==> src/hdl/hjd_pkg.sv <==
// Package for the headset jack type detector: field widths, register indexes,
// zone layouts, state and code enums shared by all detector modules.
// Depends on nothing.
`default_nettype none

package hjd_pkg;

    // Zone counts of the detector.
    localparam int PLUG_ZONES   = 4;
    localparam int BUTTON_ZONES = 3;

    localparam int ZONE_IDX_W = (PLUG_ZONES > 1) ? $clog2(PLUG_ZONES) : 1;

    // Debounce default: 100 ms of presence at a 10 ms tick.
    localparam int TICK_MS           = 10;
    localparam int DEBOUNCE_MS_PLAIN = 100;

    localparam int ADC_W     = 16;
    localparam int CHECK_W   = 8;
    localparam int HITS_W    = 9;
    localparam int DEB_W     = 4;
    localparam int ZONE_W    = 25;
    localparam int ZONES2_W  = 2 * ZONE_W;
    localparam int BUTTON_W  = 34;
    localparam int CFG_IDX_W = 3;
    localparam int CFG_W     = ZONES2_W;

    localparam logic [HITS_W-1:0] HITS_MAX = {HITS_W{1'b1}};
    localparam logic [DEB_W-1:0] DEBOUNCE_RESET = DEB_W'(DEBOUNCE_MS_PLAIN / TICK_MS);

    // Stream widths.
    localparam int S_TDATA_W = 24;
    localparam int S_TUSER_W = 2;
    localparam int M_TDATA_W = 16;

    // Configuration register indexes.
    localparam logic [CFG_IDX_W-1:0] REG_PLUG_ZONES_LO   = 3'd0;
    localparam logic [CFG_IDX_W-1:0] REG_PLUG_ZONES_HI   = 3'd1;
    localparam logic [CFG_IDX_W-1:0] REG_BUTTON_ZONE_0   = 3'd2;
    localparam logic [CFG_IDX_W-1:0] REG_BUTTON_ZONE_1   = 3'd3;
    localparam logic [CFG_IDX_W-1:0] REG_BUTTON_ZONE_2   = 3'd4;
    localparam logic [CFG_IDX_W-1:0] REG_DEBOUNCE_TICKS  = 3'd5;
    localparam logic [CFG_IDX_W-1:0] REG_DETECT_ACTIVE_H = 3'd6;

    // Key identifiers.
    localparam logic [1:0] KEY_PLAY     = 2'd0;
    localparam logic [1:0] KEY_VOL_DOWN = 2'd2;

    typedef enum logic [1:0] {
        MODE_EDGE    = 2'd0,
        MODE_TICK    = 2'd1,
        MODE_PRESS   = 2'd2,
        MODE_RELEASE = 2'd3
    } t_mode;

    typedef enum logic [1:0] {
        PH_IDLE     = 2'd0,
        PH_DEBOUNCE = 2'd1,
        PH_CLASSIFY = 2'd2
    } t_phase;

    typedef enum logic [1:0] {
        KIND_NONE  = 2'd0,
        KIND_3POLE = 2'd1,
        KIND_4POLE = 2'd2
    } t_kind;

    typedef enum logic [1:0] {
        KEV_NONE    = 2'd0,
        KEV_PRESS   = 2'd1,
        KEV_RELEASE = 2'd2
    } t_key_event;

    // One jack voltage zone, laid out as in the zone registers.
    typedef struct packed {
        logic               four_pole;
        logic [CHECK_W-1:0] hit_limit;
        logic [ADC_W-1:0]   hi_mv;
    } t_jack_zone;

    // One button window, laid out as in the button registers.
    typedef struct packed {
        logic [1:0]       code;
        logic [ADC_W-1:0] hi_mv;
        logic [ADC_W-1:0] lo_mv;
    } t_button_zone;

    typedef struct packed {
        t_kind kind;
        logic  changed;
        logic  bias_on;
        logic  busy;
    } t_jack_status;

    typedef struct packed {
        t_key_event key_event;
        logic [1:0] key_id;
    } t_key_status;

endpackage

`default_nettype wire

==> src/hdl/headset_jack_type_detector.sv <==
// Top level of the headset jack type detector: input register, config
// registers, jack state machine, button decoder and result register.
// Depends on hjd_pkg, hjd_jack_fsm and hjd_button_dec.
`default_nettype none

// The detector takes one transaction per clock cycle on its input stream
// while back-pressure from the output does not hold it, and returns exactly
// one result transaction for each, in order. Every item passes an input
// register and a result register: the combinational path between them (four
// zone compares, three window compares and the state update) computes the
// result of the held item once the result register is free or drains, and the
// result register offers it on the result stream. A waiting result does not
// block the input register from filling, and back-pressure from the output
// holds both stages. Input tuser carries the item mode (0 detect edge, 1 tick,
// 2 button press, 3 button release); input tdata carries the detect pin
// level and the microphone line sample in millivolts. A detect edge with the
// jack present starts a debounce of debounce_ticks ticks, after which mic bias
// comes on and each tick classifies one sample against the ordered jack
// zones. Losing presence at any check reports no device and drops bias.
// Button transactions produce key events only while a four-pole headset is
// current. Configuration is written through the plain write port and must
// only change while no transaction is in flight.
module headset_jack_type_detector (
    input  wire                               i_clk,
    input  wire                               i_rst_n,
    // Configuration write port.
    input  wire                               i_cfg_we,
    input  wire [hjd_pkg::CFG_IDX_W-1:0]      i_cfg_idx,
    input  wire [hjd_pkg::CFG_W-1:0]          i_cfg_data,
    // Input stream.
    input  wire                               s_axis_tvalid,
    output logic                              s_axis_tready,
    // tdata: detect_level[0], adc_mv[16:1], zero fill[23:17]
    input  wire [hjd_pkg::S_TDATA_W-1:0]      s_axis_tdata,
    // tuser: mode[1:0]
    input  wire [hjd_pkg::S_TUSER_W-1:0]      s_axis_tuser,
    // Result stream.
    output logic                              m_axis_tvalid,
    input  wire                               m_axis_tready,
    // tdata: jack_kind[1:0], kind_changed[2], mic_bias_on[3],
    //        busy_detecting[4], key_event[6:5], key_id[8:7], zero fill[15:9]
    output logic [hjd_pkg::M_TDATA_W-1:0]     m_axis_tdata
);

    // Configuration registers.
    logic [hjd_pkg::ZONES2_W-1:0]   r_plug_zones_lo;
    logic [hjd_pkg::ZONES2_W-1:0]   r_plug_zones_hi;
    logic [hjd_pkg::BUTTON_W-1:0]   r_button_zone [hjd_pkg::BUTTON_ZONES];
    logic [hjd_pkg::DEB_W-1:0]      r_debounce_ticks;
    logic                           r_detect_active_high;

    // Input register.
    logic                           r_in_valid;
    hjd_pkg::t_mode                 r_in_mode;
    logic                           r_in_level;
    logic [hjd_pkg::ADC_W-1:0]      r_in_adc;

    // Result register.
    logic                           r_out_valid;
    logic [hjd_pkg::M_TDATA_W-1:0]  r_out_data;

    logic                           w_step;
    logic                           w_present;
    hjd_pkg::t_jack_zone            w_zones   [hjd_pkg::PLUG_ZONES];
    hjd_pkg::t_button_zone          w_windows [hjd_pkg::BUTTON_ZONES];
    hjd_pkg::t_jack_status          w_jack;
    hjd_pkg::t_key_status           w_key;
    hjd_pkg::t_kind                 w_cur_kind;

    // The held item is processed when the result register is free or drains.
    assign w_step        = r_in_valid && (!r_out_valid || m_axis_tready);
    assign s_axis_tready = !r_in_valid || w_step;
    assign w_present     = (r_in_level == r_detect_active_high);

    always_ff @(posedge i_clk) begin
        if (!i_rst_n) begin
            r_plug_zones_lo      <= '0;
            r_plug_zones_hi      <= '0;
            r_debounce_ticks     <= hjd_pkg::DEBOUNCE_RESET;
            r_detect_active_high <= 1'b0;
            for (int i = 0; i < hjd_pkg::BUTTON_ZONES; i++) begin
                r_button_zone[i] <= '0;
            end
        end else if (i_cfg_we) begin
            unique case (i_cfg_idx)
                hjd_pkg::REG_PLUG_ZONES_LO: r_plug_zones_lo <= i_cfg_data;
                hjd_pkg::REG_PLUG_ZONES_HI: r_plug_zones_hi <= i_cfg_data;
                hjd_pkg::REG_BUTTON_ZONE_0: begin
                    r_button_zone[0] <= i_cfg_data[hjd_pkg::BUTTON_W-1:0];
                end
                hjd_pkg::REG_BUTTON_ZONE_1: begin
                    if (hjd_pkg::BUTTON_ZONES > 1) begin
                        r_button_zone[1 % hjd_pkg::BUTTON_ZONES] <=
                            i_cfg_data[hjd_pkg::BUTTON_W-1:0];
                    end
                end
                hjd_pkg::REG_BUTTON_ZONE_2: begin
                    if (hjd_pkg::BUTTON_ZONES > 2) begin
                        r_button_zone[2 % hjd_pkg::BUTTON_ZONES] <=
                            i_cfg_data[hjd_pkg::BUTTON_W-1:0];
                    end
                end
                hjd_pkg::REG_DEBOUNCE_TICKS: begin
                    r_debounce_ticks <= i_cfg_data[hjd_pkg::DEB_W-1:0];
                end
                hjd_pkg::REG_DETECT_ACTIVE_H: r_detect_active_high <= i_cfg_data[0];
                default: begin
                end
            endcase
        end
    end

    // Zones 0 and 1 live in the low register, zones 2 and 3 in the high one.
    always_comb begin
        for (int z = 0; z < hjd_pkg::PLUG_ZONES; z++) begin
            if (z / 2 == 0) begin
                w_zones[z] = hjd_pkg::t_jack_zone'(r_plug_zones_lo[(z % 2) * hjd_pkg::ZONE_W +:
                                                                   hjd_pkg::ZONE_W]);
            end else begin
                w_zones[z] = hjd_pkg::t_jack_zone'(r_plug_zones_hi[(z % 2) * hjd_pkg::ZONE_W +:
                                                                   hjd_pkg::ZONE_W]);
            end
        end
        for (int b = 0; b < hjd_pkg::BUTTON_ZONES; b++) begin
            w_windows[b] = hjd_pkg::t_button_zone'(r_button_zone[b]);
        end
    end

    always_ff @(posedge i_clk) begin
        if (!i_rst_n) begin
            r_in_valid <= 1'b0;
        end else if (s_axis_tready) begin
            r_in_valid <= s_axis_tvalid;
        end
    end

    always_ff @(posedge i_clk) begin
        if (s_axis_tvalid && s_axis_tready) begin
            r_in_mode  <= hjd_pkg::t_mode'(s_axis_tuser[1:0]);
            r_in_level <= s_axis_tdata[0];
            r_in_adc   <= s_axis_tdata[hjd_pkg::ADC_W:1];
        end
    end

    hjd_jack_fsm u_jack (
        .i_clk            (i_clk),
        .i_rst_n          (i_rst_n),
        .i_step           (w_step),
        .i_mode           (r_in_mode),
        .i_present        (w_present),
        .i_adc            (r_in_adc),
        .i_debounce_ticks (r_debounce_ticks),
        .i_zones          (w_zones),
        .o_status         (w_jack)
    );

    // Button transactions never change the jack kind, so the kind after the
    // step equals the kind held before it.
    assign w_cur_kind = w_jack.kind;

    hjd_button_dec u_button (
        .i_clk       (i_clk),
        .i_rst_n     (i_rst_n),
        .i_step      (w_step),
        .i_mode      (r_in_mode),
        .i_four_pole (w_cur_kind == hjd_pkg::KIND_4POLE),
        .i_adc       (r_in_adc),
        .i_windows   (w_windows),
        .o_key       (w_key)
    );

    always_ff @(posedge i_clk) begin
        if (!i_rst_n) begin
            r_out_valid <= 1'b0;
        end else if (w_step) begin
            r_out_valid <= 1'b1;
        end else if (m_axis_tready) begin
            r_out_valid <= 1'b0;
        end
    end

    always_ff @(posedge i_clk) begin
        if (w_step) begin
            r_out_data <= {7'b0, w_key.key_id, w_key.key_event, w_jack.busy,
                           w_jack.bias_on, w_jack.changed, w_jack.kind};
        end
    end

    assign m_axis_tvalid = r_out_valid;
    assign m_axis_tdata  = r_out_data;

endmodule

`default_nettype wire

==> src/hdl/hjd_jack_fsm.sv <==
// Jack presence, debounce and zone classification state machine.
// Uses hjd_pkg for zone layout, phase and kind enums.
`default_nettype none

module hjd_jack_fsm (
    input  wire                                 i_clk,
    input  wire                                 i_rst_n,
    input  wire                                 i_step,
    input  hjd_pkg::t_mode                      i_mode,
    input  wire                                 i_present,
    input  wire [hjd_pkg::ADC_W-1:0]            i_adc,
    input  wire [hjd_pkg::DEB_W-1:0]            i_debounce_ticks,
    input  hjd_pkg::t_jack_zone                 i_zones [hjd_pkg::PLUG_ZONES],
    output hjd_pkg::t_jack_status               o_status
);

    hjd_pkg::t_phase             r_phase, n_phase;
    logic [hjd_pkg::DEB_W-1:0]   r_deb, n_deb;
    logic [hjd_pkg::HITS_W-1:0]  r_hits [hjd_pkg::PLUG_ZONES];
    logic [hjd_pkg::HITS_W-1:0]  n_hits [hjd_pkg::PLUG_ZONES];
    hjd_pkg::t_kind              r_kind, n_kind;
    logic                        r_bias, n_bias;

    logic                            w_found;
    logic [hjd_pkg::ZONE_IDX_W-1:0]  w_sel;
    logic [hjd_pkg::HITS_W-1:0]      w_hit_inc;
    logic                            w_apply;
    hjd_pkg::t_kind                  w_apply_kind;
    logic                            w_changed;

    // First zone, in order, whose upper bound covers the sample.
    always_comb begin
        w_found = 1'b0;
        w_sel   = '0;
        for (int i = hjd_pkg::PLUG_ZONES - 1; i >= 0; i--) begin
            if (i_adc <= i_zones[i].hi_mv) begin
                w_found = 1'b1;
                w_sel   = hjd_pkg::ZONE_IDX_W'(i);
            end
        end
    end

    assign w_hit_inc = (r_hits[w_sel] == hjd_pkg::HITS_MAX) ? r_hits[w_sel]
                                                            : r_hits[w_sel] + 1'b1;

    always_comb begin
        n_phase      = r_phase;
        n_deb        = r_deb;
        n_hits       = r_hits;
        n_kind       = r_kind;
        n_bias       = r_bias;
        w_apply      = 1'b0;
        w_apply_kind = hjd_pkg::KIND_NONE;
        w_changed    = 1'b0;
        if (i_step) begin
            unique case (i_mode)
                hjd_pkg::MODE_EDGE: begin
                    if (!i_present) begin
                        w_apply = 1'b1;
                        n_bias  = 1'b0;
                        n_phase = hjd_pkg::PH_IDLE;
                        n_deb   = '0;
                    end else begin
                        n_phase = hjd_pkg::PH_DEBOUNCE;
                        n_deb   = i_debounce_ticks;
                    end
                end
                hjd_pkg::MODE_TICK: begin
                    priority if (r_phase == hjd_pkg::PH_IDLE) begin
                        n_phase = hjd_pkg::PH_IDLE;
                    end else if (!i_present) begin
                        w_apply = 1'b1;
                        n_bias  = 1'b0;
                        n_phase = hjd_pkg::PH_IDLE;
                        n_deb   = '0;
                    end else if (r_phase == hjd_pkg::PH_DEBOUNCE) begin
                        if (r_deb <= hjd_pkg::DEB_W'(1)) begin
                            n_deb   = '0;
                            n_phase = hjd_pkg::PH_CLASSIFY;
                            n_bias  = 1'b1;
                            for (int i = 0; i < hjd_pkg::PLUG_ZONES; i++) begin
                                n_hits[i] = '0;
                            end
                        end else begin
                            n_deb = r_deb - 1'b1;
                        end
                    end else if (w_found) begin
                        n_hits[w_sel] = w_hit_inc;
                        if (w_hit_inc > {1'b0, i_zones[w_sel].hit_limit}) begin
                            w_apply      = 1'b1;
                            w_apply_kind = i_zones[w_sel].four_pole ? hjd_pkg::KIND_4POLE
                                                                    : hjd_pkg::KIND_3POLE;
                            n_phase      = hjd_pkg::PH_IDLE;
                        end
                    end
                end
                default: begin
                end
            endcase
            if (w_apply) begin
                if (w_apply_kind != r_kind) begin
                    w_changed = 1'b1;
                    n_kind    = w_apply_kind;
                end
                if (w_apply_kind != hjd_pkg::KIND_4POLE) begin
                    n_bias = 1'b0;
                end
            end
        end
    end

    always_ff @(posedge i_clk) begin
        if (!i_rst_n) begin
            r_phase <= hjd_pkg::PH_IDLE;
            r_deb   <= '0;
            r_kind  <= hjd_pkg::KIND_NONE;
            r_bias  <= 1'b0;
            for (int i = 0; i < hjd_pkg::PLUG_ZONES; i++) begin
                r_hits[i] <= '0;
            end
        end else begin
            r_phase <= n_phase;
            r_deb   <= n_deb;
            r_kind  <= n_kind;
            r_bias  <= n_bias;
            r_hits  <= n_hits;
        end
    end

    assign o_status.kind    = n_kind;
    assign o_status.changed = w_changed;
    assign o_status.bias_on = n_bias;
    assign o_status.busy    = (n_phase != hjd_pkg::PH_IDLE);

endmodule

`default_nettype wire

==> src/hdl/hjd_button_dec.sv <==
// Headset button decoder: matches press samples to button windows and
// remembers the last key for release events. Uses hjd_pkg.
`default_nettype none

module hjd_button_dec (
    input  wire                        i_clk,
    input  wire                        i_rst_n,
    input  wire                        i_step,
    input  hjd_pkg::t_mode             i_mode,
    input  wire                        i_four_pole,
    input  wire [hjd_pkg::ADC_W-1:0]   i_adc,
    input  hjd_pkg::t_button_zone      i_windows [hjd_pkg::BUTTON_ZONES],
    output hjd_pkg::t_key_status       o_key
);

    logic [1:0] r_last_key, n_last_key;
    logic       w_match;
    logic [1:0] w_code;

    // First window that holds the sample; code 3 reads as volume down.
    always_comb begin
        w_match = 1'b0;
        w_code  = hjd_pkg::KEY_PLAY;
        for (int i = hjd_pkg::BUTTON_ZONES - 1; i >= 0; i--) begin
            if (i_adc >= i_windows[i].lo_mv && i_adc <= i_windows[i].hi_mv) begin
                w_match = 1'b1;
                w_code  = (i_windows[i].code > hjd_pkg::KEY_VOL_DOWN) ? hjd_pkg::KEY_VOL_DOWN
                                                                      : i_windows[i].code;
            end
        end
    end

    always_comb begin
        n_last_key      = r_last_key;
        o_key.key_event = hjd_pkg::KEV_NONE;
        o_key.key_id    = hjd_pkg::KEY_PLAY;
        if (i_four_pole) begin
            if (i_mode == hjd_pkg::MODE_RELEASE) begin
                o_key.key_event = hjd_pkg::KEV_RELEASE;
                o_key.key_id    = r_last_key;
            end else if (i_mode == hjd_pkg::MODE_PRESS && w_match) begin
                o_key.key_event = hjd_pkg::KEV_PRESS;
                o_key.key_id    = w_code;
                n_last_key      = w_code;
            end
        end
    end

    always_ff @(posedge i_clk) begin
        if (!i_rst_n) begin
            r_last_key <= hjd_pkg::KEY_PLAY;
        end else if (i_step) begin
            r_last_key <= n_last_key;
        end
    end

endmodule

`default_nettype wire

==> config.mk <==
export PLATFORM = sky130hd
export DESIGN_NAME = headset_jack_type_detector
export DESIGN_NICKNAME = d
export VERILOG_FILES = /design/src/hdl/hjd_pkg.sv /design/src/hdl/headset_jack_type_detector.sv /design/src/hdl/hjd_jack_fsm.sv /design/src/hdl/hjd_button_dec.sv
export SDC_FILE = /design/constraint.sdc
export NUM_CORES = 1
export LEC_CHECK = 0
export BUFFER_PORTS_ARGS = -buffer_cell sky130_fd_sc_hd__buf_2
export CAP_MARGIN = 20
export CORE_UTILIZATION = 55
export CTS_CLUSTER_DIAMETER = 100
export DETAILED_ROUTE_END_ITERATION = 12
export PLACE_DENSITY = 0.73
export SLEW_MARGIN = 20
export SYNTH_ARGS = -nofsm -noshare
export SYNTH_HDL_FRONTEND = slang
export SYNTH_SLANG_ARGS = --single-unit
==> constraint.sdc <==
create_clock -name i_clk -period 7.1 [get_ports i_clk]
set_input_delay 0.355 -clock i_clk [delete_from_list [all_inputs] [get_ports i_clk]]
set_output_delay 0.355 -clock i_clk [all_outputs]
set_load 0.02 [all_outputs]
==> results.cfg, run 1 <==
[sta]
finalCriticalPeriod_ns = 6.772
period_share = 0.9538
timing.setup.tns_ns = 0
finalHoldViolCount = 0
relSlewSlack = 0.2864
setup_violations = 0
rsz0062_at_grt = false
worst_slew_pin_slew_ns = 1.070
worst_slack_ns = 0.3277
finClkSkew_ns = 0.02234
timing.fmax_mhz = 147.7
finalMaxSlewViolations = 0

[synth]
ys_types = 85
async_flop_share = 0
netlist_instances = 1600
avgSynthCellArea_sq_um = 9.667
yosysWarnings = 0
synth-seq-cells = 284
ys_seq_area_frac = 0.4517
yosys_most_used_dff = dfxtp_1
synth-edff-count = 130
syn_area_sq_mm = 0.01547

[floorplanning]
rows = 61
core_area_sq_mm = 0.02771
die_w_um = 169.7
die_y_um = 169.7
boundaryPins = 102
dieArea_sq_mm = 0.02880
initial_core_util = 0.5583

[final_layout]
drive_above_1_share = 0.1275
syn_to_final_growth_pct = 15.33
final_nets = 1980
nFillCells = 2264
antenna_cells = 0
most-common-layout-cells = 253 x nand2_1, 171 x ha_1, 169 x inv_1
final_common_cell = nand2_1

[pwr]
vdd_drop_max_v = 0.0002223
leakagePower_nw = 7.163
p_per_area_mw_per_mm2 = 235.4

[route]
avgViaCountPerCell = 5.786
drt_wl_total_um = 40370
ant_nets = 0
wire_per_inst_um = 18.98
drtIter0Drc = 943
route.detailed.drc = 0
vias = 12306
firstDrtPassIters = 5

[cts]
numClockSinks = 284
cts_made_buffers = 30
cts_tree = yes
clockBufferDepth = 3
cts-root-buf = clkbuf_16
clk_latency_ns = 0.57
clk_pin_slew_ns = 0.07
htree_levels = 1

[global_route]
overflow = 0
antenna_found_initial = 0
grt_pass1_vias = 12111
track_usage = 0.2842
grt_pass1_wl_um = 63490
grt_max_degree = 108

[critical_path]
regToRegEndpoint = u_button.r_last_key[0]$_SDFFE_PN0P_
r2r-start = r_in_adc[6]$_DFFE_PP_
worst-endpoint-required_ns = 7.58
crit_path_start_kind = flip-flop
rrSetupSlack_ns = 0.33
cp-startpoint = r_in_adc[6]$_DFFE_PP_
endpoint = u_button.r_last_key[0]$_SDFFE_PN0P_
ff2ff_path_depth = 25
path_class = flip-flop to flip-flop
end_kind = flip-flop
path_max_fanout = 12
worst_ep_arrival_time_ns = 7.25

[placement]
port_buffers = 87
dp_slack_ns = 0.3380
dp_hpwl_um = 28830
place.gp.congestion = 0.9139

[min_path]
hold_class = primary input to flip-flop

[run]
max_cap_violations = 0

[status]
status = completed
cell type report:
type	count	area [sq um]	area share
Clock buffer	39	858.3	0.04812
Clock inverter	17	270.3	0.01515
Inverter	170	638.1	0.03577
Multi-Input combinational cell	1090	7661	0.4295
Sequential cell	284	6987	0.3917
Tap cell	378	473.0	0.02651
Timing Repair Buffer	149	950.9	0.05331
through the flow:
stage | power, mW | instances | utilization | area, sq um | hold slack, ns
2_1_floorplan | 2.229 | 1606 | - | 15490 | 0.4271
3_3_place_gp | 2.417 | 2049 | 0.5944 | 16470 | 0.4343
3_5_place_dp | 2.439 | 2049 | 0.5944 | 16470 | 0.4421
4_1_cts | 4.205 | 2124 | 0.6420 | 17790 | 0.02099
5_1_grt | 4.339 | 2127 | 0.6439 | 17840 | 0.05917
6_report | 4.200 | 2127 | 0.6439 | 17840 | 0.04402
power breakdown:
group | internal [mW] | switching [mW] | total (mW)
Combinational | 0.246 | 0.367 | 0.613
Clock | 1.10 | 0.664 | 1.77
Sequential | 1.78 | 0.0380 | 1.82
synthesized netlist by cell type, types with 9 or more instances:
library cell  number  share of area
mux2i_1           10         0.0065
edfxtp_1         130           0.25
a21o_1            31          0.015
ha_1             171           0.14
buf_4              9         0.0044
nor4_1             9         0.0036
a21boi_0         101          0.049
a22oi_1           28          0.014
clkbuf_1          49          0.012
nand4_1           22         0.0089
o21a_1            17         0.0083
a211oi_1          10         0.0049
nor3_1            20         0.0065
nor2_1            45          0.011
inv_1            169          0.041
and2_1            40          0.016
o21ai_0           34          0.011
a21oi_1           67          0.022
nand3_1           27         0.0087
nand2b_1          18         0.0073
dfxtp_1          154           0.20
nand2_1          253          0.061
nor2b_1           44          0.018
critical path: stages (launching register included):
cell and delay (ns):
edfxtp_1 0.61, buf_4 0.27, ha_1 0.30, nand3_1 0.08, a2111oi_0 0.39, a2111o_1 0.30, and2_4 0.25, a31oi_4 0.11
buf_4 0.22, o2bb2ai_1 0.41, and4bb_1 0.29, nand2_1 0.11, mux2_2 0.38, ha_1 0.32, nor2b_1 0.14, o21a_1 0.16
o21a_1 0.16, o211ai_1 0.16, a21oi_1 0.09, a211o_1 0.25, a222oi_1 0.42, nor2_1 0.14, a21oi_4 0.27, mux2i_2 0.33
nand4_1 0.23, mux2i_1 0.26
metal layers:
layer | GRT usage | wire, um | vias up
met5 | 0 | 0 | -
met4 | 0.1398 | 1855 | 0
met3 | 0.02845 | 2316 | 104
met2 | 0.4872 | 19470 | 434
li1 | - | - | 5893
met1 | 0.3578 | 16730 | 5875
worst min-delay path by stage:
stage,start,endpoint,slack [ns],depth (start not counted)
after global placement,u_jack.r_hits[2]$_SDFFE_PN0P_,u_jack.r_hits[2]$_SDFFE_PN0P_,0.43,2
final,s_axis_tvalid,r_in_valid$_SDFFE_PN0N_,0.04,3
after CTS,s_axis_tvalid,r_in_valid$_SDFFE_PN0N_,0.02,3
after global routing,i_cfg_data[4],r_plug_zones_hi[4]$_SDFFE_PN0P_,0.06,3
after detailed placement,u_jack.r_hits[2]$_SDFFE_PN0P_,u_jack.r_hits[2]$_SDFFE_PN0P_,0.44,2
after floorplan,u_jack.r_hits[2]$_SDFFE_PN0P_,u_jack.r_hits[2]$_SDFFE_PN0P_,0.43,2
flip-flops by register name, summed over array words and instances (netlist names):
register and cells:
u_jack.r_phase 2, u_button.r_last_key 2, r_detect_active_high 1, u_jack.r_kind 2, r_in_adc 16, m_axis_tvalid 1
r_in_valid 1, r_plug_zones_hi 50, r_debounce_ticks 4, u_jack.r_deb 4, r_in_mode 2, r_plug_zones_lo 50
r_in_level 1, m_axis_tdata 9, u_jack.r_hits 36, r_button_zone 102, u_jack.r_bias 1
kinds of logic after synthesis:
group | count (synthesis) | share of synthesized area
xor+xnor | 7 | 0.004449
compound gates | 380 | 0.1771
mux | 13 | 0.008817
other cells | 1 | 0.0002424
simple gates | 512 | 0.1607
buf+inv | 232 | 0.05873
fa+ha+maj | 171 | 0.1383
flops | 284 | 0.4517
what timing repair did:
item,4_1_cts,5_1_grt
gates resized for setup,0,5
endpoints found under the setup margin,0,6
hold buffers,19,0
buffers inserted,0,3
endpoints found under the hold margin,19,0
(Power assumes the default switching activity.)
==> run 2: changes to the inputs <==
--- a/config.mk
+++ b/config.mk
@@ -8,9 +8,11 @@
 export BUFFER_PORTS_ARGS = -buffer_cell sky130_fd_sc_hd__buf_2
 export CAP_MARGIN = 20
 export CORE_UTILIZATION = 55
-export CTS_CLUSTER_DIAMETER = 100
+export CTS_CLUSTER_DIAMETER = 200
 export DETAILED_ROUTE_END_ITERATION = 12
+export GPL_TIMING_DRIVEN = 0
 export PLACE_DENSITY = 0.73
+export RECOVER_POWER = 50
 export SLEW_MARGIN = 20
 export SYNTH_ARGS = -nofsm -noshare
 export SYNTH_HDL_FRONTEND = slang
==> run 2 against run 1 <==
Die area did not move. Flip-flop and latch count unchanged. The flow now finishes with violations (max-capacitance violations, max-slew violations). Clock power shrank 7%. Maximum frequency fell by 0.74%. Routed wire length is 4.4% higher. Register-to-register slack worse by 0.05 ns. Setup slack lost 0.050 ns. Hold slack improved by 0.0083 ns. Final cell count grew 3.6%. Highest routed layer unchanged. Critical path depth rose by 3.
==> results.cfg, run 2 (synthesis results as in run 1) <==
[cts]
clk_pin_slew_ns = 0.06
cts_tree = yes
clk_latency_ns = 0.56
clockBufferDepth = 3
cts_made_buffers = 30
htree_levels = 1
cts-root-buf = clkbuf_16
numClockSinks = 284

[critical_path]
worst_ep_arrival_time_ns = 7.12
slowest_delay_ns = 0.50
ff2ff_path_depth = 28
path_class = flip-flop to flip-flop
crit_path_start_kind = flip-flop
regToRegEndpoint = m_axis_tdata[3]$_DFFE_PP_
r2r-start = r_in_adc[12]$_DFFE_PP_
slowest_stage = o31ai_4
endpoint = m_axis_tdata[3]$_DFFE_PP_
cp-startpoint = r_in_adc[12]$_DFFE_PP_
rrSetupSlack_ns = 0.28
end_kind = flip-flop
path_max_fanout = 7
worst-endpoint-required_ns = 7.39

[sta]
worst_slack_ns = 0.2774
relSlewSlack = -0.6149
timing.hold.ws_ns = 0.05236
finalMaxSlewViolations = 47
setup_violations = 0
period_share = 0.9609
worst_slew_pin_slew_ns = 2.397
timing.setup.tns_ns = 0
finClkSkew_ns = 0.007928
finalHoldViolCount = 0
timing.fmax_mhz = 146.6
finalCriticalPeriod_ns = 6.823

[route]
vias = 12636
avgViaCountPerCell = 5.736
firstDrtPassIters = 5
wire_per_inst_um = 19.14
drt_wl_total_um = 42160
route.detailed.drc = 0
ant_nets = 0
drtIter0Drc = 1033

[placement]
placed_area_sq_mm = 0.01647
place.gp.congestion = 0.9445
dp_hpwl_um = 29830
dp_slack_ns = -0.5818
port_buffers = 85
placed_cells = 2071

[min_path]
hold_class = primary input to flip-flop

[global_route]
grt_pass1_wl_um = 65340
overflow = 0
antenna_found_initial = 0
track_usage = 0.2962
grt_pass1_vias = 12393
grt_max_degree = 35

[pwr]
vdd_drop_max_v = 0.0001818
power_mw = 4.106
leakagePower_nw = 7.260
p_per_area_mw_per_mm2 = 225.6

[floorplanning]
initial_core_util = 0.5583
rows = 61
die_y_um = 169.7
dieArea_sq_mm = 0.02880
boundaryPins = 102
die_w_um = 169.7
core_area_sq_mm = 0.02771

[final_layout]
post-route-util = 0.6568
largest_reg_flops = 102
antenna_cells = 0
final_common_cell = nand2_1
stdcell_area_sq_mm = 0.01820
drive_above_1_share = 0.1255
largest_register = r_button_zone
top_regs = r_button_zone (102), r_plug_zones_hi (50), r_plug_zones_lo (50)
syn_to_final_growth_pct = 17.65
fin_cells = 2203
most-common-layout-cells = 251 x nand2_1, 169 x ha_1, 168 x inv_1
final_nets = 2056

[status]
status = finished with violations
violations = max-capacitance violations, max-slew violations

[run]
max_cap_violations = 3
## run 2: changes by cell type in the layout (fill, tap and decap cells not counted), sizes merged
cell | previous run | this run
clkbuf | 39 | 106
buf | 130 | 142
bufinv | 7 | 4
clkinvlp | 2 | 3
inv | 171 | 170
## run 2: layout make-up
class,count,area [sq um]
repair buffers,163,1081
plain buffers,62,280.3
well taps,378,473.0
inverters,170,641.9
flip-flops and latches,284,6987
fillers,2207,9508
multi-input cells,1090,7697
clock buffers,42,857.1
clock inverters,14,180.2
## run 2: how the worst min path moves through the flow
stage / from / endpoint / slack [ns] / cells past startpoint
2_1_floorplan: u_jack.r_hits[2]$_SDFFE_PN0P_ / u_jack.r_hits[2]$_SDFFE_PN0P_ / 0.43 / 2
3_3_place_gp: u_jack.r_hits[2]$_SDFFE_PN0P_ / u_jack.r_hits[2]$_SDFFE_PN0P_ / 0.44 / 2
3_5_place_dp: u_jack.r_hits[2]$_SDFFE_PN0P_ / u_jack.r_hits[2]$_SDFFE_PN0P_ / 0.44 / 2
4_1_cts: s_axis_tvalid / r_in_valid$_SDFFE_PN0N_ / 0.04 / 3
5_1_grt: s_axis_tvalid / r_in_valid$_SDFFE_PN0N_ / 0.05 / 3
6_report: s_axis_tvalid / r_in_valid$_SDFFE_PN0N_ / 0.05 / 3
## run 2: repair_timing
| action | in CTS | in global routing |
|---|---|---|
| resized for setup | 6 | 18 |
| hold buffers | 19 | 0 |
| pin swaps | 1 | 9 |
| setup endpoints to repair | 16 | 16 |
| setup buffers | 47 | 10 |
| hold endpoints to repair | 19 | 0 |
## run 2: metal layers
metal,vias up,global-route usage,wire [um]
met1,6024,0.3758,17750
met3,130,0.03661,2533
met2,432,0.4998,19740
met5,-,0,0
li1,6050,-,-
met4,0,0.1441,2140
## run 2: worst max-delay path: cells and delay by family (launching register included)
kind / cells / cell delay (ns)
flip-flops: 1 / 0.43
adder cells (fa/ha/maj): 3 / 0.84
AO/OA/AOI/OAI: 13 / 3.16
AND/OR/NAND/NOR: 9 / 1.44
multiplexers: 1 / 0.36
buffers and inverters: 2 / 0.35
## run 2: power by group
group | internal, mW | switching, mW
clock | 0.987 | 0.658
combinational | 0.263 | 0.392
sequential | 1.78 | 0.0266
total | 3.03 | 1.08
